File: src/rtl/whc_pkg.sv
// ----------------------------------------------------------------------------
// whc_pkg: shared types and constants for the wire crossing fit
// Fixed widths of the fit datapath, the sequencer states, the register
// indexes and the request and response structs of the shared divider.
// ----------------------------------------------------------------------------
package whc_pkg;

  // Direction fraction bits and accumulator widths
  localparam int DFB      = 14;
  localparam int SUM_W    = 34;
  localparam int CROSS_W  = 56;
  localparam int RED_W    = SUM_W - DFB;
  localparam int REDX_W   = CROSS_W - DFB;
  localparam int SPLIT_W  = REDX_W / 2;

  // Shared multiplier ports
  localparam int MA_W     = 36;
  localparam int MB_W     = 22;
  localparam int P_W      = MA_W + MB_W;

  // Solve datapath
  localparam int ACC_W    = 62;
  localparam int DET_W    = 41;
  localparam int RES_W    = 21;

  // Shared divider
  localparam int DIVN_W   = 64;
  localparam int DIVD_W   = 48;

  // One stored hit: pos_x, pos_y, dir_x, dir_y, err_sq
  localparam int HIT_W    = 17 + 17 + 16 + 16 + 24;

  typedef enum logic [1:0] {
    CFG_CORE_RADIUS = 2'd0,
    CFG_SIGMA_R     = 2'd1
  } whc_cfg_e;

  typedef enum logic [3:0] {
    ST_IDLE,
    ST_ACC,
    ST_SOLVE,
    ST_DIVX,
    ST_DIVY,
    ST_SIG,
    ST_HIT,
    ST_DIVA,
    ST_DIVC,
    ST_FINISH
  } whc_state_e;

  typedef struct packed {
    logic              start;
    logic [DIVN_W-1:0] num;
    logic [DIVD_W-1:0] den;
  } div_req_t;

  typedef struct packed {
    logic              done;
    logic [DIVN_W-1:0] quo;
  } div_rsp_t;

endpackage

File: src/rtl/whc_mul.sv
// ----------------------------------------------------------------------------
// whc_mul: shared signed multiplier
// One signed product per cycle, registered at the output.
// ----------------------------------------------------------------------------
module whc_mul (
  input  logic                          clk_i,
  input  logic signed [whc_pkg::MA_W-1:0] a_i,
  input  logic signed [whc_pkg::MB_W-1:0] b_i,
  output logic signed [whc_pkg::P_W-1:0]  prod_o
);

  import whc_pkg::*;

  logic signed [P_W-1:0] prod_q;

  // Register the product
  always_ff @(posedge clk_i) begin
    prod_q <= P_W'(a_i) * P_W'(b_i);
  end

  assign prod_o = prod_q;

endmodule

File: config.mk
export PLATFORM = sky130hd
export DESIGN_NAME = whc_mul
export DESIGN_NICKNAME = d
export VERILOG_FILES = /design/src/rtl/whc_pkg.sv /design/src/rtl/whc_mul.sv
export SDC_FILE = /design/constraint.sdc
export NUM_CORES = 2
export LEC_CHECK = 0
export ABC_AREA = 0
export BUFFER_PORTS_ARGS = -buffer_cell sky130_fd_sc_hd__buf_2
export CORE_ASPECT_RATIO = 2
export CORE_MARGIN = 1.5
export CORE_UTILIZATION = 35
export CTS_BUF_LIST = sky130_fd_sc_hd__clkbuf_8
export DETAILED_ROUTE_END_ITERATION = 12
export RECOVER_POWER = 50
export SLEW_MARGIN = 20
export SYNTH_ARGS = -nofsm -noshare
export SYNTH_HDL_FRONTEND = slang
export SYNTH_SLANG_ARGS = --single-unit
File: constraint.sdc
create_clock -name clk_i -period 9.7 [get_ports clk_i]
set_input_delay 1.94 -clock clk_i [delete_from_list [all_inputs] [get_ports clk_i]]
set_output_delay 1.94 -clock clk_i [all_outputs]
set_load 0.05 [all_outputs]
# Word-level counts from Yosys, hierarchy flattened
# Index checks and enable logic that the tools add are counted.
classes:
  n_mul: 1
ops:
  columns: ["operator", "count"]
  rows:
  - ["multiplier 36 x 22 -> 58 bit", 1]
totals:
  reg_bits: 58
  inputBits: 59
  word_cells: 2

# Depth between registers and ports, before layout
depth:
  depth_word: 1
  ltp_mapped: 27
  depth_no_buf: 24

# Least setup slack after synthesis
# No wires, ideal clock.
synth_path:
  path_type: "input port to flip-flop"
  from: "input b_i[1] (netlist bit)"
  to: "register prod_q[57], in the netlist prod_o[57]"
  required_ns: 9.579
  setup_time_ns: 0.121
  slack_ns: 1.470
  arrival_time_ns: 8.109
  path_stages: 22
  path_cell_list: "clkbuf_1 clkbuf_1 nand2_1 fa_1 fa_1 fa_1 inv_1 fa_1 fa_1 fa_1 inv_1 fa_1 inv_1 ha_1 a2111oi_2 o21ai_1 a41o_1 a2111oi_4 nor3b_2 a21bo_4 a31oi_1 xnor2_1"
synth_between:
  elab_chain_cells: 1
synth_lines:
  columns: ["item", "line_no", "text"]
  rows:
  - ["start, declared", "whc_mul.sv:8", "input logic signed [whc_pkg::MB_W-1:0] b_i,"]
  - ["multiplier 36 x 22 -> 58 bit", "whc_mul.sv:18", "prod_q <= P_W'(a_i) * P_W'(b_i);"]
  - ["end signal, assigned", "whc_mul.sv:18", null]
  - ["end, declared", "whc_mul.sv:14", "logic signed [P_W-1:0] prod_q;"]
# Every way passes these cells.

# Worst setup path after layout
layout_path:
  from: "input b_i[4] (netlist bit)"
  to: "register prod_q[56], in the netlist prod_o[56]"
# The elaborated chain is that of the path after synthesis.

==> impl_results.md <==
- Syn_area_per_cell: ~9 sq um
- Post-CTS sizing: 0
- Setup TNS: 0 ns
- Final wirelength: about 98 mm
- Max FFs per register: 58
- Critical Path Start Type: input pin
- Predominant post-synthesis flop cell: dfxtp_1
- Sequential fraction of the synthesis area: about 4%
- Number of cells on the critical path: 23
- Number of placed I/O pins: roughly 120
- Die area: about 84000 sq um
- Crit path DAT: between 9 and 10 ns
- DRC violation count after routing: 0
- CP cell instances: buf_2, and2_1, fa_1, fa_1, inv_1, fa_1, inv_1, fa_1, fa_1, fa_1, inv_1, fa_1, inv_1, ha_1, nand2_1, o31ai_1, nand4_1, a211oi_1, o211ai_1, buf_4, a31oi_2, a311o_1, a22oi_1
- Minimum clock period after layout: 9.04 ns
- Max Fclk: between 100 and 150 MHz
- Clock sinks: 58
- HP Class: input pin to flop
- CP peak stage delay: roughly 0.80 ns
- Share of cells above drive strength 1: between 5 and 6%
- Clk slew on worst S/H paths: approximately 0.080 ns
- Dpl hpwl: about 81 mm
- Remaining Overflow, GRT: 0
- Gpl congestion: between 0.9 and 1
- Worst path top cell family by delay: adder cells
- Worst Setup SP: b_i[4]
- Most common cell after layout, fill and taps aside: inv_1
- Unrepaired setup endpoints after global routing: no
- Slew @ Worst Pin: approximately 0.93 ns
- Max_cap viols: 0
- Req. time, crit path: 10.14 ns
- I/O Buffers: 116
- Post-DRT Antenna Nets: 0
- Critical-path top delay cell: a211oi_1
- Die Y-Extent: 408 um
- Cells after Synth: around 3100
- Initial antenna violation count: 13
- Worst path bufs/invs: 6
- Status: finished clean
- Critical Path End: prod_o[56]
- #FFs+latches synth: between 50 and 60
- CTS Hold Bufs: 0
- Routed length per instance: 23.3 um
- CTS H-Tree Depth: 3
- Commonest non-fill, non-tap cells in the layout: inv_1 (801), fa_1 (781), nand2_1 (461), and2_1 (332), ha_1 (163)
- CTS tree: built
- Final Cycle Share: 93.2%
- Nature of the critical path endpoint: flop
- Starting Density: between 30% and 40%
- Via count: between 20000 and 25000
- Die X-Extent: approximately 200 um
- Final setup viols: 0
- Cell Area, Synth: 28700 sq um
- Pre-CTS setup slack: 0.140 ns
- Critical Path Fanout Max: 36
- First-pass GRT wire length: 148 mm
- CTS Buf Count: 9
- Final critical-path setup slack: between 0.6 and 0.7 ns
- Area Growth Syn to Fin: 6.96%
- CTS Root Cell: clkbuf_8
- Cell variety after synth: 58
- TritonRoute pass-1 iters: 5
- Core Region: 81300 sq um
- YS warnings: 0
- GRT Overall Usage: around 25%
- Synth Net Count: between 4000 and 5000
- Setup Buffers After CTS: 0
- Ys async rst share: 0%
- NumNets Final: 4171
- Vias per cell: ~5.1
- Most used cell, CP: fa_1
- DRT iter0 DRCs: roughly 1100
- Post-synth EDFFs: 0
- Max-slew headroom: between 30% and 40%
- Vias in the first global route: between 20000 and 25000
- Largest net degree at the start of global routing: 37
- # rows: 148
- Max-slew violations: 0
- CTS Buffer Depth: 2
- CP Class: input pin to flop
- Final Hold Violating Endpoints: 0
## stage by stage
step           utilization (%)  hold WS (ns)  cell area [sq um]  cells
6_report                  37.7          1.87              30600   4229
5_1_grt                   37.7          1.83              30600   4225
4_1_cts                   37.8          1.86              30700   4222
3_5_place_dp              37.6          2.41              30500   4207
3_3_place_gp              37.6          2.41              30500   4207
2_1_floorplan                -          2.07              28700   3130
## synthesized netlist by cell type (12+ instances only)
cell / count / area, sq um
a21o_1: 20 / 150
a21oi_1: 58 / 290
and2_1: 332 / 2080
clkbuf_1: 158 / 593
dfxtp_1: 58 / 1160
fa_1: 781 / 15600
ha_1: 163 / 2040
inv_1: 798 / 3000
nand2_1: 461 / 1730
nand3_1: 19 / 95.1
nor2_1: 57 / 214
o21ai_0: 27 / 135
o21bai_1: 12 / 90.1
xnor2_1: 41 / 359
xor2_1: 19 / 166
## layout make-up
| type | instances | area [sq um] |
|---|---|---|
| fill | 8308 | 50600 |
| multi-input combinational | 2107 | 23900 |
| inverter | 798 | 3000 |
| tap | 1050 | 1310 |
| sequential | 58 | 1160 |
| timing repair buffer | 194 | 1150 |
| clock buffer | 9 | 124 |
| clock inverter | 6 | 28.8 |
| antenna | 7 | 17.5 |
## worst min-delay path by stage
stage / depth (start not counted) / from / slack (ns) / end
after detailed placement: 1 / prod_o[49] / 2.41 / prod_o[49]
final: 2 / a_i[0] / 1.87 / prod_o[0]
after global placement: 1 / prod_o[5] / 2.41 / prod_o[5]
after floorplan: 1 / a_i[0] / 2.07 / prod_o[0]
after global routing: 2 / a_i[0] / 1.83 / prod_o[0]
after CTS: 2 / a_i[0] / 1.86 / prod_o[0]
## cell families after synthesis
logic type               share of synthesized area [%]
XOR/XNOR                                          1.83
adder cells (fa/ha/maj)                           61.7
AND/OR/NAND/NOR                                   15.6
buffers and inverters                             12.7
flip-flops                                        4.05
AO/OA/AOI/OAI                                     4.16
## metal layers
metal | part of all wire [%] | vias to the layer above | GRT usage, %
li1 | - | 9014 | -
met1 | 29 | 11200 | 22.2
met2 | 53 | 825 | 44.2
met3 | 6.0 | 446 | 5.48
met4 | 12 | 12 | 24.8
met5 | 0.070 | - | 0
Power is not shown: default switching activity piles up to over one toggle a cycle in this logic, so the estimate is an artifact.
