--- src/rtl/whc_pkg.sv ---
// ----------------------------------------------------------------------------
// whc_pkg: shared types and constants for the wire crossing fit
// Fixed widths of the fit datapath, the sequencer states, the register
// indexes and the request and response structs of the shared divider.
// ----------------------------------------------------------------------------
package whc_pkg;

  // Direction fraction bits and accumulator widths
  localparam int DFB      = 14;
  localparam int SUM_W    = 34;
  localparam int CROSS_W  = 56;
  localparam int RED_W    = SUM_W - DFB;
  localparam int REDX_W   = CROSS_W - DFB;
  localparam int SPLIT_W  = REDX_W / 2;

  // Shared multiplier ports
  localparam int MA_W     = 36;
  localparam int MB_W     = 22;
  localparam int P_W      = MA_W + MB_W;

  // Solve datapath
  localparam int ACC_W    = 62;
  localparam int DET_W    = 41;
  localparam int RES_W    = 21;

  // Shared divider
  localparam int DIVN_W   = 64;
  localparam int DIVD_W   = 48;

  // One stored hit: pos_x, pos_y, dir_x, dir_y, err_sq
  localparam int HIT_W    = 17 + 17 + 16 + 16 + 24;

  typedef enum logic [1:0] {
    CFG_CORE_RADIUS = 2'd0,
    CFG_SIGMA_R     = 2'd1
  } whc_cfg_e;

  typedef enum logic [3:0] {
    ST_IDLE,
    ST_ACC,
    ST_SOLVE,
    ST_DIVX,
    ST_DIVY,
    ST_SIG,
    ST_HIT,
    ST_DIVA,
    ST_DIVC,
    ST_FINISH
  } whc_state_e;

  typedef struct packed {
    logic              start;
    logic [DIVN_W-1:0] num;
    logic [DIVD_W-1:0] den;
  } div_req_t;

  typedef struct packed {
    logic              done;
    logic [DIVN_W-1:0] quo;
  } div_rsp_t;

endpackage

--- src/rtl/whc_div.sv ---
// ----------------------------------------------------------------------------
// whc_div: shared iterative unsigned divider
// Restoring division, one quotient bit a cycle; done pulses with the quotient.
// ----------------------------------------------------------------------------
module whc_div (
  input  logic              clk_i,
  input  logic              rst_ni,
  input  whc_pkg::div_req_t req_i,
  output whc_pkg::div_rsp_t rsp_o
);

  import whc_pkg::*;

  localparam int CNT_W = $clog2(DIVN_W + 1);

  logic              busy_q;
  logic              done_q;
  logic [CNT_W-1:0]  cnt_q;
  logic [DIVD_W-1:0] rem_q;
  logic [DIVN_W-1:0] quo_q;
  logic [DIVD_W-1:0] den_q;
  logic [DIVD_W:0]   trial;
  logic [DIVD_W:0]   diff;
  logic              ge;

  // Trial subtract of the shifted remainder
  assign trial = {rem_q, quo_q[DIVN_W-1]};
  assign diff  = trial - {1'b0, den_q};
  assign ge    = (trial >= {1'b0, den_q});

  // Iterate one bit a cycle
  always_ff @(posedge clk_i or negedge rst_ni) begin
    if (!rst_ni) begin
      busy_q <= 1'b0;
      done_q <= 1'b0;
      cnt_q  <= '0;
      rem_q  <= '0;
      quo_q  <= '0;
      den_q  <= '0;
    end else if (req_i.start) begin
      busy_q <= 1'b1;
      done_q <= 1'b0;
      cnt_q  <= CNT_W'(DIVN_W);
      rem_q  <= '0;
      quo_q  <= req_i.num;
      den_q  <= req_i.den;
    end else if (busy_q) begin
      rem_q  <= ge ? diff[DIVD_W-1:0] : trial[DIVD_W-1:0];
      quo_q  <= {quo_q[DIVN_W-2:0], ge};
      cnt_q  <= cnt_q - 1'b1;
      if (cnt_q == CNT_W'(1)) begin
        busy_q <= 1'b0;
        done_q <= 1'b1;
      end
    end else begin
      done_q <= 1'b0;
    end
  end

  assign rsp_o.done = done_q;
  assign rsp_o.quo  = quo_q;

endmodule

--- config.mk ---
export PLATFORM = sky130hd
export DESIGN_NAME = whc_div
export DESIGN_NICKNAME = d
export VERILOG_FILES = /design/src/rtl/whc_pkg.sv /design/src/rtl/whc_div.sv
export SDC_FILE = /design/constraint.sdc
export NUM_CORES = 1
export LEC_CHECK = 0
export BUFFER_PORTS_ARGS = -buffer_cell sky130_fd_sc_hd__clkbuf_2
export CAP_MARGIN = 5
export CORE_MARGIN = 2
export CORE_UTILIZATION = 50
export DETAILED_ROUTE_END_ITERATION = 7
export GPL_TIMING_DRIVEN = 1
export PLACE_DENSITY = 0.72
export SLEW_MARGIN = 30
export SYNTH_ARGS = -nofsm -noshare
export SYNTH_HDL_FRONTEND = slang
export SYNTH_SLANG_ARGS = --single-unit
--- constraint.sdc ---
create_clock -name clk_i -period 8.43 [get_ports clk_i]
set_input_delay 0.4215 -clock clk_i [delete_from_list [all_inputs] [get_ports clk_i]]
set_output_delay 0.4215 -clock clk_i [all_outputs]
set_load 0.005 [all_outputs]
# Word-level counts from Yosys, hierarchy flattened
# Cells that the tools add are included.
# word_totals
wordCells	25
reg_bits	169
inputBits	115
out_inout_bits	65
# classes
add_sub_neg	2
n_eq_ne	2
n_mux	13
n_reduce_logical	1
order_cmp	1
# ops
cell	count
$mux W48	3
$mux W64	2
$ge A49 B48 Y1	1
$sub A48 B48 Y48	1
$mux W7	2
$eq A7 B1 Y1 const B	1
$sub A7 B1 Y7 const B	1
$mux W1	6
$ne A3 B2 Y1 const B	1
$reduce_bool A2 Y1	1

# Depth between registers and ports, before layout
# logic_depth
depth_word	4
depth_mapped	14
depth_no_buf	12

# Least setup slack after synthesis
# Ideal clock, no wire load.
# synth_timing
path_kind	register to register
from	register quo_q[63]
to	register rem_q[44]
slack_ps	5493
t_arrival_ps	2836
required_ps	8329
setup_ps	101
path_stages_with_launch	13
cell_sequence	dfrtp_1 > inv_1 > ha_1 > fa_1 > nand2b_1 > a211oi_2 > nand4_1 > a31oi_1 > o31ai_1 > o31ai_1 > a21oi_1 > o311a_1 > o32ai_1
# synth_between
elab_chain_len	4
# synth_lines
element	line_no	source
start: declaration	whc_div.sv:20	logic [DIVN_W-1:0] quo_q;
start signal: assignment	whc_div.sv:45	quo_q <= req_i.num;
start signal: assignment	whc_div.sv:49	quo_q <= {quo_q[DIVN_W-2:0], ge};
$sub A48 B48 Y48 or $ge A49 B48 Y1 (tied branches)	whc_div.sv:28, whc_div.sv:29	
$mux W48 (*)	whc_div.sv:48	rem_q <= ge ? diff[DIVD_W-1:0] : trial[DIVD_W-1:0];
$mux W48 (*)	whc_div.sv:47	end else if (busy_q) begin
$mux W48 (*)	whc_div.sv:40	end else if (req_i.start) begin
end signal: assignment	whc_div.sv:48	
end: declaration	whc_div.sv:19	logic [DIVD_W-1:0] rem_q;
# Every way passes the cells marked *; elsewhere a longest branch is shown, timed or not. The select of a mux whose other input is x is not followed.
# A chain may end at the register's enable or synchronous reset.

# Worst setup path after layout
# layout_timing
from	register rem_q[2]
to	register rem_q[40]
# layout_between
elab_chain_len	4
# layout_lines
element	line_no
$sub A48 B48 Y48 or $ge A49 B48 Y1 (tied branches)	whc_div.sv:28, whc_div.sv:29
$mux W48 (*)	whc_div.sv:48
$mux W48 (*)	whc_div.sv:47
$mux W48 (*)	whc_div.sv:40
# Marks and branches as above.

==> summary.txt <==
status: finished, final reports clean
FP Rows: 53
Layout Area Growth over Synthesis: 14.8%
Max Slew Vio Count: 0
hold buffer count at CTS: 0
Total GRT Usage: 0.230
period utilization: 0.434
DR WL/cell: 15.7 µm
Critical Path Start: rem_q[2]
syn_area_per_cell: 8.69 µm²
Longest Clk Path Bufs: 2
DRC: 0
# Post-CTS Setup Buffers: 0
Post-synth EDFFs: 0
number of global-route vias before repair: 8,485
die width: 149 µm
drt first pass iters: 6
Buffers on Ports: 179
top cells by area, synth: dfrtp_1 40%, mux2i_1 8.4%, nand2_1 6.9%, o21ai_0 6.7%, ha_1 5.9%
dpl hpwl: 18.1 mm
area leader, netlist: dfrtp_1
layout cells sized above 1: 0.172
Final ANT Viol Nets: 0
sequential power share: 0.294
final setup fails: 0
CTS tree: yes
global-route wire length before repair: 41.8 mm
Yosys reg bits: 169
ant diodes: 0
reg-to-reg startpoint: rem_q[2]
worst slew pin tran: 0.962 ns
sequential fraction of the synthesis area: 0.401
Synth Cell Area: 10,500 µm²
WS Path Type: register to register
YS warnings: 0
clock period minus worst slack: 3.66 ns
gpl congestion: 0.924
Worst Hold Class: primary input to asynchronous set/reset pin
CP Max Fanout: 15
clock share of power: 0.209
share of the synthesized area in the top cell type: 0.401
Initial Util: 0.505
CTS buffer count: 17
Psw: 0.00160 W
DR iter-0 viols: 633
Reg clk slew, reported paths: 0.08 ns
CP Launch Type: register
Post-Syn Nets: 1,380
cts repair resizes: 0
pwr/cell area: 310 nW/µm²
peak supply drop: 156 µV
LEAKAGE: 6.33 nW
cell with the most instances after synthesis: nand2_1
root buffer cell: clkbuf_16
Synth Instances: 1,214
synth cell count leaders: 193 x nand2_1, 169 x dfrtp_1, 142 x o21ai_0, 89 x mux2i_1, 82 x nor2_1
Sw Share: 0.426
Remaining Overflow, GRT: 0
Relative slew margins: 0.359
Routed WL: 25.5 mm
Int Pwr: 0.00215 W
CP Capture Type: register
Via Count: 9,177
Die ar.: 22,300 µm²
WP data arrival: 4.04 ns
H-tree levels: 4
RSZ-0062 raised after global routing: no
logic gate share of total power: 0.497
top_reg_cell synth: dfrtp_1
setup TNS: 0 ns
initial antenna violation count: 0
Synth cell types: 69
Post-synth ARST share: 1.00
pin count of the biggest net entering global routing: 107
I/O Pins: 180
DIE HEIGHT: 149 µm
number of vias per cell: 5.64
# Max-Cap Violations: 0
final hold vios: 0
hold slack: 0.0251 ns
achievable clock frequency: 0.273 GHz
final worst clock skew: 0.0112 ns
core region area: 20,900 µm²
Final #Nets: 1,505
WP data required: 8.81 ns
clock latency on the worst-skew pair: 0.44 ns
Clock Sinks: 169
registers in the layout (all words and copies together), names as in the netlist:
signal / cells
quo_q: 64
cnt_q: 7
busy_q: 1
done_q: 1
den_q: 48
rem_q: 48
cells in the final DEF (no fill, tap or decap), types with 30 or more instances in the layout:
master,n
nor2_1,82
ha_1,50
mux2i_1,89
dfrtp_1,168
inv_1,68
o21ai_0,142
clkbuf_2,177
a21oi_1,58
xnor2_1,30
a21o_1,32
nand2_1,193
metrics by stage:
stage / instance area (µm²) / utilization / instances / power, W / setup WS, ns
2_1_floorplan: 10500 / - / 1214 / 0.00255 / 5.49
3_3_place_gp: 11500 / 0.551 / 1595 / 0.00293 / 4.92
3_5_place_dp: 11500 / 0.551 / 1595 / 0.00295 / 4.83
4_1_cts: 12100 / 0.579 / 1627 / 0.00376 / 4.79
5_1_grt: 12100 / 0.580 / 1627 / 0.00404 / 4.57
6_report: 12100 / 0.580 / 1627 / 0.00376 / 4.77
layer usage:
| metal | global-route usage | vias up | wire (µm) |
|---|---|---|---|
| li1 | - | 4522 | - |
| met1 | 0.319 | 4352 | 11700 |
| met2 | 0.373 | 263 | 12100 |
| met3 | 0.0404 | 40 | 1270 |
| met4 | 0.0652 | 0 | 458 |
| met5 | 0 | - | 0 |
power groups by stage:
stage,registers (W),clock network (W),logic (W)
after floorplan,0.00108,0,0.00147
after global placement,0.00111,0,0.00181
after detailed placement,0.00112,0,0.00183
after CTS,0.00110,0.000806,0.00185
after global routing,0.00113,0.000838,0.00207
final,0.00110,0.000785,0.00187
logic make-up after synthesis:
logic type / after synthesis / synth area share
DFF: 169 / 0.401
and+or+nand+nor: 362 / 0.150
muxes: 92 / 0.0884
buffers and inverters: 148 / 0.0583
adders and majority gates: 51 / 0.0612
AOI/OAI and AO/OA: 350 / 0.206
xor gates and xnor gates: 42 / 0.0349
area by class of cell:
| type | count | area [µm²] |
|---|---|---|
| Timing Repair Buffer | 186 | 971 |
| Clock buffer | 17 | 425 |
| Tap cell | 275 | 344 |
| Multi-Input combinational cell | 897 | 5710 |
| Clock inverter | 15 | 168 |
| Fill cell | 1856 | 8780 |
| Inverter | 68 | 255 |
| Sequential cell | 169 | 4230 |
critical path, cell delays in order (launching register included):
cell and delay, ns:
dfrtp_1 0.40, ha_1 0.39, a21oi_2 0.17, nor2b_1 0.07
o311a_1 0.37, o21a_1 0.24, a211o_2 0.36, a31oi_4 0.25
o21a_1 0.60, buf_4 0.36, mux2i_1 0.23, o22a_1 0.16
path summary, 6_finish.rpt:
kind	end	slack (ns)	cells after the start
setup reg to reg	rem_q[40]	4.77	11
hold reg to reg	den_q[0]	0.53	1
max in group asynchronous	den_q[3]	7.21	2
min in group clk_i	den_q[10]	0.19	3
hold / removal	quo_q[42]	0.03	1
setup / recovery	rem_q[40]	4.77	11
Note: power is estimated with default switching activity, not from simulation.
