[config.mk]
export PLATFORM = sky130hd
export DESIGN_NAME = whc_ram
export DESIGN_NICKNAME = d
export VERILOG_FILES = /design/src/rtl/whc_ram.sv
export SDC_FILE = /design/constraint.sdc
export NUM_CORES = 1
export LEC_CHECK = 0
export ABC_AREA = 1
export BUFFER_PORTS_ARGS = -buffer_cell sky130_fd_sc_hd__buf_2
export CAP_MARGIN = 15
export CORE_MARGIN = 5
export CORE_UTILIZATION = 55
export DETAILED_ROUTE_END_ITERATION = 8
export PLACE_DENSITY = 0.8
export REMOVE_ABC_BUFFERS = 1
export SETUP_SLACK_MARGIN = 0.2
export SKIP_CTS_REPAIR_TIMING = 1
export SLEW_MARGIN = 40
export SYNTH_ARGS = -nofsm -noshare
export SYNTH_HDL_FRONTEND = slang
export SYNTH_SLANG_ARGS = --single-unit
[constraint.sdc]
create_clock -name clk_i -period 0.95 [get_ports clk_i]
set_input_delay 0.095 -clock clk_i [delete_from_list [all_inputs] [get_ports clk_i]]
set_output_delay 0.095 -clock clk_i [all_outputs]
set_load 0.05 [all_outputs]
[src/rtl/whc_ram.sv]
// ----------------------------------------------------------------------------
// whc_ram: generic single-port-write, single-port-read RAM
// One write and one registered read per cycle.
// ----------------------------------------------------------------------------
module whc_ram #(
  parameter int WIDTH  = 8,
  parameter int DEPTH  = 16,
  parameter int ADDR_W = $clog2(DEPTH)
) (
  input  logic              clk_i,
  input  logic              we_i,
  input  logic [ADDR_W-1:0] waddr_i,
  input  logic [WIDTH-1:0]  wdata_i,
  input  logic [ADDR_W-1:0] raddr_i,
  output logic [WIDTH-1:0]  rdata_o
);

  logic [WIDTH-1:0] mem_q [DEPTH];
  logic [WIDTH-1:0] rdata_q;

  // Write port
  always_ff @(posedge clk_i) begin
    if (we_i) begin
      mem_q[waddr_i] <= wdata_i;
    end
  end

  // Registered read port
  always_ff @(posedge clk_i) begin
    rdata_q <= mem_q[raddr_i];
  end

  assign rdata_o = rdata_q;

endmodule

# After elaboration in Yosys (flattened, before gate mapping)
# Memory sizes are Yosys's and may differ from the RTL's. A register that Yosys moved wholly into a read port is not among the register bits.
# Cells that the tools add are included.
[op_classes] mux=2
[ops] cell="two-way mux 1 bit" count=2
[word_totals] ff_bits=0 ramBits=128 inputBits=18 output_inout_bits=8 word_cells=3 n_memories=1
[memory_table] name="mem_q" depth=16 word_bits=8 read_ports=1 rd_ports_with_merged_regs=1 write_ports=1 line_no="18" text="logic [WIDTH-1:0] mem_q [DEPTH];"

# Logic depth before layout (Yosys ltp)
# Gate-level depths: netlist of run 1.
[depth] word_depth=2 ltp_mapped=8 ltp_nobuf=7

# Worst setup path before layout of run 1
# No wires, ideal clock.
[synth_timing] path_kind="input port to flip-flop" startpoint="input port waddr_i[3]" endpoint="memory mem_q[4][0] (enable)" setup_ns=0.370 arrival_ns=0.676 required_ns=0.580 path_slack_ns=-0.096 cell_stages=2 path_buffers=0 path_cell_list="nand3b_1 nor2_1"
[synth_rtl] item="from (decl)" line_no="12" text="input logic [ADDR_W-1:0] waddr_i,"
[synth_rtl] item="to (decl)" line_no="18"
# No word-level cell before the write port.

# Final worst setup path of run 1
[layout_timing] startpoint="register rdata_q[3] (netlist: rdata_o[3]) (read register of mem_q)" endpoint="output port rdata_o[3]"
[layout_rtl] item="from (decl)" line_no="19" text="logic [WIDTH-1:0] rdata_q;"
[layout_rtl] item="to (decl)" line_no="15" text="output logic [WIDTH-1:0] rdata_o"
# No word-level cell between the ends.

==> metrics.md, run 1 <==
| Metric | Value |
|---|---|
| Status | finished with violations |
| Failing checks | setup timing |
| Compound-Gate Fraction of Synth Area | 0% |
| Flops & latches, synth | 136 |
| Multiplexer share of the synthesized area | 0% |
| Mean Syn Cell Area | 10.5 sq um |
| Largest family of logic cells by synthesized area | simple AND/OR/NAND/NOR gates |
| Dpl hpwl | 8150 um |
| Synth top cells by count | 173 x nand2_1, 128 x edfxtp_1, 100 x inv_1 |
| Hold Path Depth | 4 |
| WS Path Type | flop to output pin |
| Syn Std Cell Area | 5770 sq um |
| Buffers plus inverters on the worst setup path | 1 |
| Total die area | 12600 sq um |
| Hold Crit Class | input port to flop |
| Crit share post-route | 120% |
| CP Capture Point | rdata_o[3] |
| CP peak stage delay | 0.36 ns |
| Synth area leader | edfxtp_1 |
| H-tree levels | 4 |
| Sum Neg Setup Slack | -1.54 ns |
| Hold slack | 0.0122 ns |
| Share of post-route cells with drive strength above 1 | 23.2% |
| Ports | 26 |
| Largest net degree at the start of global routing | 24 |
| Worst setup SP type | flop |
| Starting Density | 56.1% |
| P_leak | 3.17 nW |
| 1st-iter DRT viols | 505 |
| Worst R2R Start | mem_q[7][6] |
| Critical path required time | 0.85 ns |
| Clock Latency Late Sink | 0.54 ns |
| Via/cell ratio | 5.50 |
| Vert. Die Dim | 112 um |
| Worst reg2reg setup slack | -0.08 ns |
| WL/cell | 18.8 um |
| IO Port Bufs | 25 |
| Post-Place Cells | 726 |
| Power Density | 2060 nW/um^2 |
| XOR/XNOR share of the synthesized area | 0% |
| Vias in the first global route | 4210 |
| Post-layout net count | 635 |
| Post-Synth Simple-Gate Area | 21.0% |
| Max Slew Vio Count | 0 |
| DR pass1 iterations | 5 |
| Setup Skew | 0.0137 ns |
| Slew HR | 67.2% |
| Post-route DRC | 0 |
| Async set or reset register ratio after synthesis | 0% |
| Minimum clock period | 1.14 ns |
| Fmax | 0.877 GHz |
| Critical path capture point type | output pin |
| Routed Antenna Nets | 0 |
| Clock root buffer | clkbuf_8 |
| GRT Overall Usage | 22.7% |
| Final wirelength | 14400 um |
| Post-synthesis instance total | 551 |
| Post-Place Setup Slack | -0.198 ns |
| Clk slew on worst S/H paths | 0.06 ns |
| Area of the core | 10300 sq um |
| GP Congestion | 0.860 |
| Worst r2r dst | rdata_o[6] |
| Final Worst Setup Slack | -0.190 ns |
| Via count | 4212 |
| Non-filler cells, final | 766 |
| Number of synthesized flops with an enable pin | 128 |
| Slowest cell on crit path | dfxtp_2 |
| Hold Vio Cnt, Final | 0 |
| Maxcap violations | 0 |
| CP delay by family, top | flip-flops |
| RSZ-0062 raised after global routing | yes |
| Worst-margin pin slew | 0.491 ns |
| Max rail drop VDD | 1.12 mV |
| Cts bufs inserted | 17 |
| Crit path DAT | 1.05 ns |
| Synth Area in Adders | 0% |
| FP Rows | 37 |
| CTS sink cnt | 136 |
| R2R cell count | 6 |
| Area post-placement | 6270 sq um |
| CP cell instances | buf_8 |
| ANT cells | 0 |
| CP max FO | 1 |
| Yosys Warn Count | 0 |
| Ranking of synthesized cells by area | edfxtp_1 67%, nand2_1 11%, nand3_1 8.4%, inv_1 6.5%, dfxtp_1 2.8% |
| Clock Path Buffers | 2 |
| Final Setup Violations | 13 |
| Yosys top cell area share | 66.7% |
| Post-synth top flop | edfxtp_1 |
| Die X | 112 um |
| Sequential fraction of the synthesis area | 69.4% |
| Cell variety after synth | 12 |
| Worst setup path start | rdata_o[3] |
| CTS tree | built |
| Most numerous cell in the Yosys netlist | nand2_1 |
| Total gr overflow | 0 |
| Final instance area | 7260 sq um |
| Levels on crit path | 1 |
| Filler instances | 653 |
| Initial antenna violation count | 0 |
| Area Overhead vs Synth | 25.9% |
| First-pass GRT wire length | 21600 um |
## final cells by class
cell class	instances	area (sq um)	share of cell area [%]
clock buffers	20	425	5.86
clock inverters	12	200	2.76
inverters	102	383	5.27
multi-input cells	289	1420	19.5
flip-flops and latches	136	4010	55.3
well taps	136	170	2.34
repair buffers	71	651	8.96
## cells by family (layout without fill, tap and decap cells)
logic type             count (synthesis)  after routing
buffers and inverters                126            205
DFF                                  136            136
and+or+nand+nor                      289            289
## worst min path at each step
stage | startpoint | to
floorplan | wdata_i[0] | mem_q[0][0]
global placement | wdata_i[7] | mem_q[14][7]
detailed placement | wdata_i[7] | mem_q[12][7]
CTS | wdata_i[6] | mem_q[2][6]
global route | raddr_i[2] | rdata_o[6]
finish | raddr_i[2] | rdata_o[6]
## through the flow
step | total power [mW] | utilization (%)
after floorplan | 7.36 | -
final | 15.0 | 70.6
after global placement | 7.85 | 61.0
after CTS | 14.8 | 67.1
after global routing | 15.4 | 70.6
after detailed placement | 7.88 | 61.0
## report_power, final
part	leakage, nW	switching, mW	internal [mW]
clock	0.295	2.45	4.52
combinational	1.65	0.782	0.440
sequential	1.22	0.0615	6.72
total	3.17	3.29	11.7
## cells in the final DEF, fill, tap and decap left out
cell and instances:
inv_2 3, buf_6 2, bufinv_16 5, inv_1 99, nand3b_1 2, nand2_2 8, clkbuf_1 3, clkbuf_16 16
dlygate4sd3_1 8, buf_12 7, edfxtp_1 128, nand3_4 1, buf_8 6, clkinv_4 2, clkinvlp_4 3, nor2_1 17
clkbuf_8 1, nand3_2 34, clkinv_2 2, buf_2 17, nand2_1 165, nand3_1 62, buf_4 31, dfxtp_2 8
## sequential cells by signal, summed over array words and instances, names as in the netlist
signal	count
rdata_o	8
mem_q	128
## routing by layer
| layer | track usage (%) | part of all wire [%] |
|---|---|---|
| met1 | 28.3 | 36 |
| met4 | 12.3 | 4.7 |
| met3 | 6.09 | 9.3 |
| met5 | 0 | 0 |
| met2 | 36.1 | 50 |
Note: power is estimated with default switching activity, not from simulation.
==> inputs of run 2 (changes only) <==
- REMOVE_ABC_BUFFERS: 1 -> default
==> run 2 against run 1 <==
  * The flow finishes with violations (hold timing, setup timing)
  * Sequential power barely moved
  * Register-to-register slack improved by 0.04 ns
  * Clock power fell by 14%
  * Sequential share of layout area fell by 0.83 points
  * Critical path type unchanged
  * Highest routed layer unchanged
==> metrics.md, run 2 (synthesis results as in run 1) <==
| Metric | Value |
|---|---|
| Status | finished with violations |
| Failing checks | hold timing, setup timing |
| Buffers plus inverters on the worst setup path | 1 (unchanged) |
| Worst r2r dst | rdata_o[6] |
| CTS tree | built |
| Hold Crit Class | input port to flop |
| Worst setup SP type | flop |
| Worst-margin pin slew | 0.382 ns (-0.110 ns) |
| Maxcap violations | 0 (unchanged) |
| Final instance area | 7370 sq um (+1.5%) |
| Critical path capture point type | output pin |
| CP cell instances | buf_8 |
| Setup Skew | 0.00773 ns (-0.00601 ns) |
| Total die area | 12600 sq um (unchanged) |
| Largest net degree at the start of global routing | 29 (+21%) |
| ANT cells | 0 (unchanged) |
| Hold Path Depth | 1 (-3) |
| Most frequent cells in the layout | 155 x nand2_1, 128 x edfxtp_1, 96 x inv_1 |
| Max rail drop VDD | 1.35 mV (+21%) |
| Syn Nets | 569 |
| Vert. Die Dim | 112 um (unchanged) |
| GRT Overall Usage | 22.2% (-0.45 points) |
| Dpl hpwl | 8370 um (+2.7%) |
| Fmax | 0.877 GHz (about the same) |
| Via/cell ratio | 5.42 (-1.4%) |
| Total gr overflow | 0 (unchanged) |
| CP peak stage delay | 0.37 ns (about the same) |
| Vias in the first global route | 3884 (-7.7%) |
| Critical path required time | 0.85 ns (about the same) |
| Routed Antenna Nets | 0 (unchanged) |
| Power Density | 1910 nW/um^2 (-7.3%) |
| Slowest cell on crit path | dfxtp_2 |
| Area Overhead vs Synth | 27.8% |
| 1st-iter DRT viols | 554 (+9.7%) |
| Clock root buffer | clkbuf_8 |
| GP Congestion | 0.928 (+7.9%) |
| Area post-placement | 6440 sq um (+2.7%) |
| Worst reg2reg setup slack | -0.04 ns (+0.04 ns) |
| Via count | 4090 (-2.9%) |
| Post-route DRC | 0 (unchanged) |
| Hold slack | -0.00760 ns (-0.0198 ns) |
| Total power draw | 14.1 mW (-5.9%) |
| Largest register FFs | 128 (unchanged) |
| Area of the core | 10300 sq um (unchanged) |
| Starting Density | 56.1% (unchanged) |
| Cts bufs inserted | 17 (unchanged) |
| Most flops, register | mem_q |
| Crit path DAT | 1.05 ns (about the same) |
| Post-layout net count | 623 (-1.9%) |
| Clk slew on worst S/H paths | 0.06 ns (about the same) |
| Max Slew Vio Count | 0 (unchanged) |
| Slew HR | 74.5% (+7.3 points) |
| Post-Place Cells | 721 (-0.69%) |
| Fin util | 71.7% (+1.1 points) |
| Final Setup Violations | 12 (-1) |
| Post-Place Setup Slack | -0.199 ns (-0.00146 ns) |
| Clock Latency Late Sink | 0.52 ns (-0.02 ns) |
| Minimum clock period | 1.14 ns (+0.0000240 ns) |
| Ports | 26 (unchanged) |
| WL/cell | 19.1 um (+1.6%) |
| CTS sink cnt | 136 (unchanged) |
| R2R cell count | 6 (unchanged) |
| H-tree levels | 4 (unchanged) |
| WS Path Type | flop to output pin |
| CP delay by family, top | flip-flops |
| Commonest non-fill, non-tap cell in the layout | nand2_1 |
| Initial antenna violation count | 0 (unchanged) |
| Non-filler cells, final | 754 (-1.6%) |
| Share of post-route cells with drive strength above 1 | 29.8% (+6.6 points) |
| FP Rows | 37 (unchanged) |
| Final wirelength | 14400 um (about the same) |
| RSZ-0062 raised after global routing | yes |
| Sum Neg Setup Slack | -1.31 ns (+0.227 ns) |
| First-pass GRT wire length | 21400 um (-0.89%) |
| DR pass1 iterations | 8 (+3) |
| Final Worst Setup Slack | -0.191 ns (-0.0000240 ns) |
| Crit share post-route | 120% (about the same) |
| Hold_sp | wdata_i[5] |
| Hold Vio Cnt, Final | 27 (+27) |
| Hold Crit Endpoint | mem_q[0][5] |
| Clock Path Buffers | 2 (unchanged) |
| CP max FO | 1 (unchanged) |
| Die X | 112 um (unchanged) |
| P_leak | 3.15 nW (-0.54%) |
| Worst R2R Start | mem_q[11][6] |
| IO Port Bufs | 25 (unchanged) |
run 2: changes by cell type in the layout (fill, tap and decap cells not counted), sizes merged:
| cell | previous run | this run |
|---|---|---|
| dlygate4sd3 | 8 | 1 |
| clkinv | 4 | 8 |
| bufinv | 5 | 2 |
| clkinvlp | 3 | 2 |
| buf | 63 | 58 |
run 2: worst max path at each step:
stage / startpoint / to / slack (ns) / cells after the start
floorplan: waddr_i[2] / mem_q[10][0] / -0.02 / 2
global placement: waddr_i[3] / mem_q[7][3] / -0.18 / 4
detailed placement: waddr_i[3] / mem_q[6][6] / -0.20 / 4
CTS: rdata_o[6] / rdata_o[6] / -0.34 / 1
global route: rdata_o[6] / rdata_o[6] / -0.22 / 1
finish: rdata_o[1] / rdata_o[1] / -0.19 / 1
run 2: worst reg2reg max path: cells and delay by family, from the launching register on:
family | cells | cell delay (ns)
flip-flops | 1 | 0.41
AND/OR/NAND/NOR | 6 | 0.48
run 2: layout make-up:
type	count	area [sq um]
Timing Repair Buffer	59	622
Inverter	102	383
Clock buffer	20	425
Sequential cell	136	4010
Fill cell	633	2910
Tap cell	136	170
Clock inverter	12	109
Multi-Input combinational cell	289	1650
run 2: metal layers:
layer	share of wire, %	global-route usage, %
met1	40	30.1
met2	50	35.9
met3	8.2	4.80
met4	2.2	7.77
met5	0	0
run 2: power by group:
part,internal (mW),total (mW),switching [mW]
sequential,6.72,6.78,0.0651
combinational,0.447,1.30,0.855
clock,3.67,6.01,2.34
==> inputs of run 3 (changes only) <==
- MAX_ROUTING_LAYER: default -> met4
- SLEW_MARGIN: 40 -> 20
==> run 3 against run 2 <==
  * The run ends with setup timing left
  * Register-to-register slack got worse by 0.05 ns
  * Via count increased by 3.6%
  * Fmax increased by 0.36%
  * Sequential power about the same
  * First-iteration DRC count decreased by 2.3%
  * Clock power increased by 5.2%
  * Routed wire length increased by 3.4%
  * Hold slack improved by 0.011 ns
  * Core utilization increased by 0.43 points
  * Critical path depth unchanged
  * Clock skew decreased by 0.00061 ns
  * Non-clock buffer count increased by 4
  * Largest cell class unchanged
  * Highest routed layer unchanged
==> metrics.md, run 3 (synthesis results as in run 1) <==
| Metric | Value |
|---|---|
| Status | finished with violations |
| Failing checks | setup timing |
| Hold Vio Cnt, Final | 0 (-100%) |
| Most flops, register | mem_q |
| Area of the core | 10300 sq um (unchanged) |
| First-pass GRT wire length | 21200 um (-0.90%) |
| Via count | 4237 (+3.6%) |
| Switching share of total power | 22.9% (-0.28 points) |
| Final Worst Setup Slack | -0.186 ns (+0.00410 ns) |
| Total gr overflow | 0 (unchanged) |
| Slowest cell on crit path | dfxtp_2 |
| Vert. Die Dim | 112 um (unchanged) |
| Cts bufs inserted | 17 (unchanged) |
| DR WL met3 | 1300 um (+9.6%) |
| Ports | 26 (unchanged) |
| Switching pwr | 3.30 mW (+1.0%) |
| Die X | 112 um (unchanged) |
| GRT Overall Usage | 23.1% (+0.85 points) |
| Share of post-route cells with drive strength above 1 | 29.1% (-0.67 points) |
| RSZ-0062 raised after global routing | yes |
| Largest register FFs | 128 (unchanged) |
| Hold slack | 0.00345 ns (+0.0111 ns) |
| Most frequent cells in the layout | 161 x nand2_1, 128 x edfxtp_1, 93 x inv_1 |
| Area Overhead vs Synth | 28.6% |
| P_leak | 3.17 nW (+0.71%) |
| H-tree levels | 4 (unchanged) |
| Worst setup SP type | flop |
| 1st-iter DRT viols | 541 (-2.3%) |
| DR pass1 iterations | 5 (-3) |
| Sum Neg Setup Slack | -1.49 ns (-0.184 ns) |
| Max Slew Vio Count | 0 (unchanged) |
| CP max FO | 1 (unchanged) |
| Fmax | 0.880 GHz (+0.36%) |
| Vias in the first global route | 3883 (-0.026%) |
| FP Rows | 37 (unchanged) |
| Clk slew on worst S/H paths | 0.06 ns (about the same) |
| Minimum clock period | 1.14 ns (-0.00410 ns) |
| Post-Place Cells | 723 (+0.28%) |
| WS Path Type | flop to output pin |
| Final Setup Violations | 15 (+3) |
| Clock root buffer | clkbuf_8 |
| Clock Latency Late Sink | 0.53 ns (about the same) |
| Commonest non-fill, non-tap cell in the layout | nand2_1 |
| Setup Skew | 0.00712 ns (-0.000612 ns) |
| Crit share post-route | 120% (-0.43 points) |
| CTS tree | built |
| IO Port Bufs | 25 (unchanged) |
| CP cell instances | buf_6 |
| Crit path DAT | 1.04 ns (about the same) |
| ANT cells | 0 (unchanged) |
| Slew HR | 71.6% (-2.9 points) |
| Via/cell ratio | 5.59 (+3.0%) |
| Met2 Wirelength | 7240 um (+0.78%) |
| CTS sink cnt | 136 (unchanged) |
| Post-route DRC | 0 (unchanged) |
| Total die area | 12600 sq um (unchanged) |
| Syn Nets | 569 (unchanged) |
| Power Density | 1940 nW/um^2 (+1.6%) |
| GP Congestion | 0.918 (-1.1%) |
| Dpl hpwl | 8520 um (+1.8%) |
| Largest net degree at the start of global routing | 39 (+34%) |
| Worst-margin pin slew | 0.425 ns (+0.0434 ns) |
| Initial antenna violation count | 0 (unchanged) |
| Metal-1 WL | 5790 um (+1.7%) |
| Clock Power Share | 43.9% (+1.3 points) |
| Seq pwr share | 47.1% (-1.0 points) |
| WL/cell | 19.6 um (+2.9%) |
| Routed Antenna Nets | 0 (unchanged) |
| Post-layout net count | 627 (+0.64%) |
| Buffers plus inverters on the worst setup path | 1 (unchanged) |
| Max rail drop VDD | 1.31 mV (-3.3%) |
| Critical path capture point type | output pin |
| CP peak stage delay | 0.35 ns (-0.02 ns) |
| Final wirelength | 14900 um (+3.4%) |
| Critical path required time | 0.85 ns (about the same) |
| Logic gate share of total power | 9.1% (about the same) |
| Clock Path Buffers | 2 (unchanged) |
| Highest routed layer | met4 |
| Maxcap violations | 0 (unchanged) |
| CP delay by family, top | flip-flops |
| Non-filler cells, final | 758 (+0.53%) |
| Internal power | 11.1 mW (+2.6%) |
| Starting Density | 56.1% (unchanged) |
| Hold Crit Class | input port to flop |
[run 3: cell count changes in the layout (fill, tap and decap cells not counted), moves of 2 or more]
cell	delta
inv_2	+3
inv_1	-3
nand2_1	+6
dlygate4sd3_1	+2
nand3_1	+2
nand3_2	-2
nand2_2	-6
[run 3: metal layers]
| layer | track usage [%] | up-vias |
|---|---|---|
| li1 | - | 1888 |
| met1 | 29.7 | 2013 |
| met2 | 36.0 | 291 |
| met3 | 5.34 | 45 |
| met4 | 8.73 | 0 |
| met5 | - | - |
[run 3: path summary, 6_finish.rpt]
| path | to | slack [ns] | from | depth (start not counted) |
|---|---|---|---|---|
| max | rdata_o[1] | -0.19 | rdata_o[1] | 1 |
| min | mem_q[4][2] | 0.003 | wdata_i[2] | 1 |
| max reg2reg | rdata_o[2] | -0.09 | mem_q[8][2] | 6 |
| min reg2reg | rdata_o[4] | 0.68 | mem_q[2][4] | 6 |
[run 3: power by group through the flow]
stage / Combinational, mW / Sequential (mW) / Clock [mW]
after floorplan: 0.522 / 7.00 / 0
after global placement: 1.05 / 6.88 / 0
after detailed placement: 1.09 / 6.88 / 0
after CTS: 1.10 / 6.76 / 6.26
after global routing: 1.39 / 6.79 / 6.64
final: 1.31 / 6.78 / 6.32
[run 3: worst register-to-register path, cell delays in order, from the launching register on]
cell      delay (ns)
edfxtp_1        0.38
inv_1           0.07
nand2_1         0.09
nand3_2         0.10
nand3_2         0.10
nand3_2         0.13
nand2_1         0.07
[run 3: cell type report]
class	instances	area [sq um]
clock inverters	11	130
flip-flops and latches	136	4010
inverters	102	383
fillers	652	2860
multi-input cells	289	1620
well taps	136	170
clock buffers	21	429
repair buffers	63	666
[run 3: per-stage QoR]
stage                     utilization (%)  setup WS (ns)  power (mW)  instance area [sq um]
after floorplan                         -        -0.0186        7.52                   5910
after detailed placement             62.9         -0.241        7.97                   6470
after global placement               62.9         -0.193        7.93                   6470
final                                72.1         -0.186        14.4                   7410
after global routing                 72.1         -0.205        14.8                   7410
after CTS                            68.4         -0.318        14.1                   7030
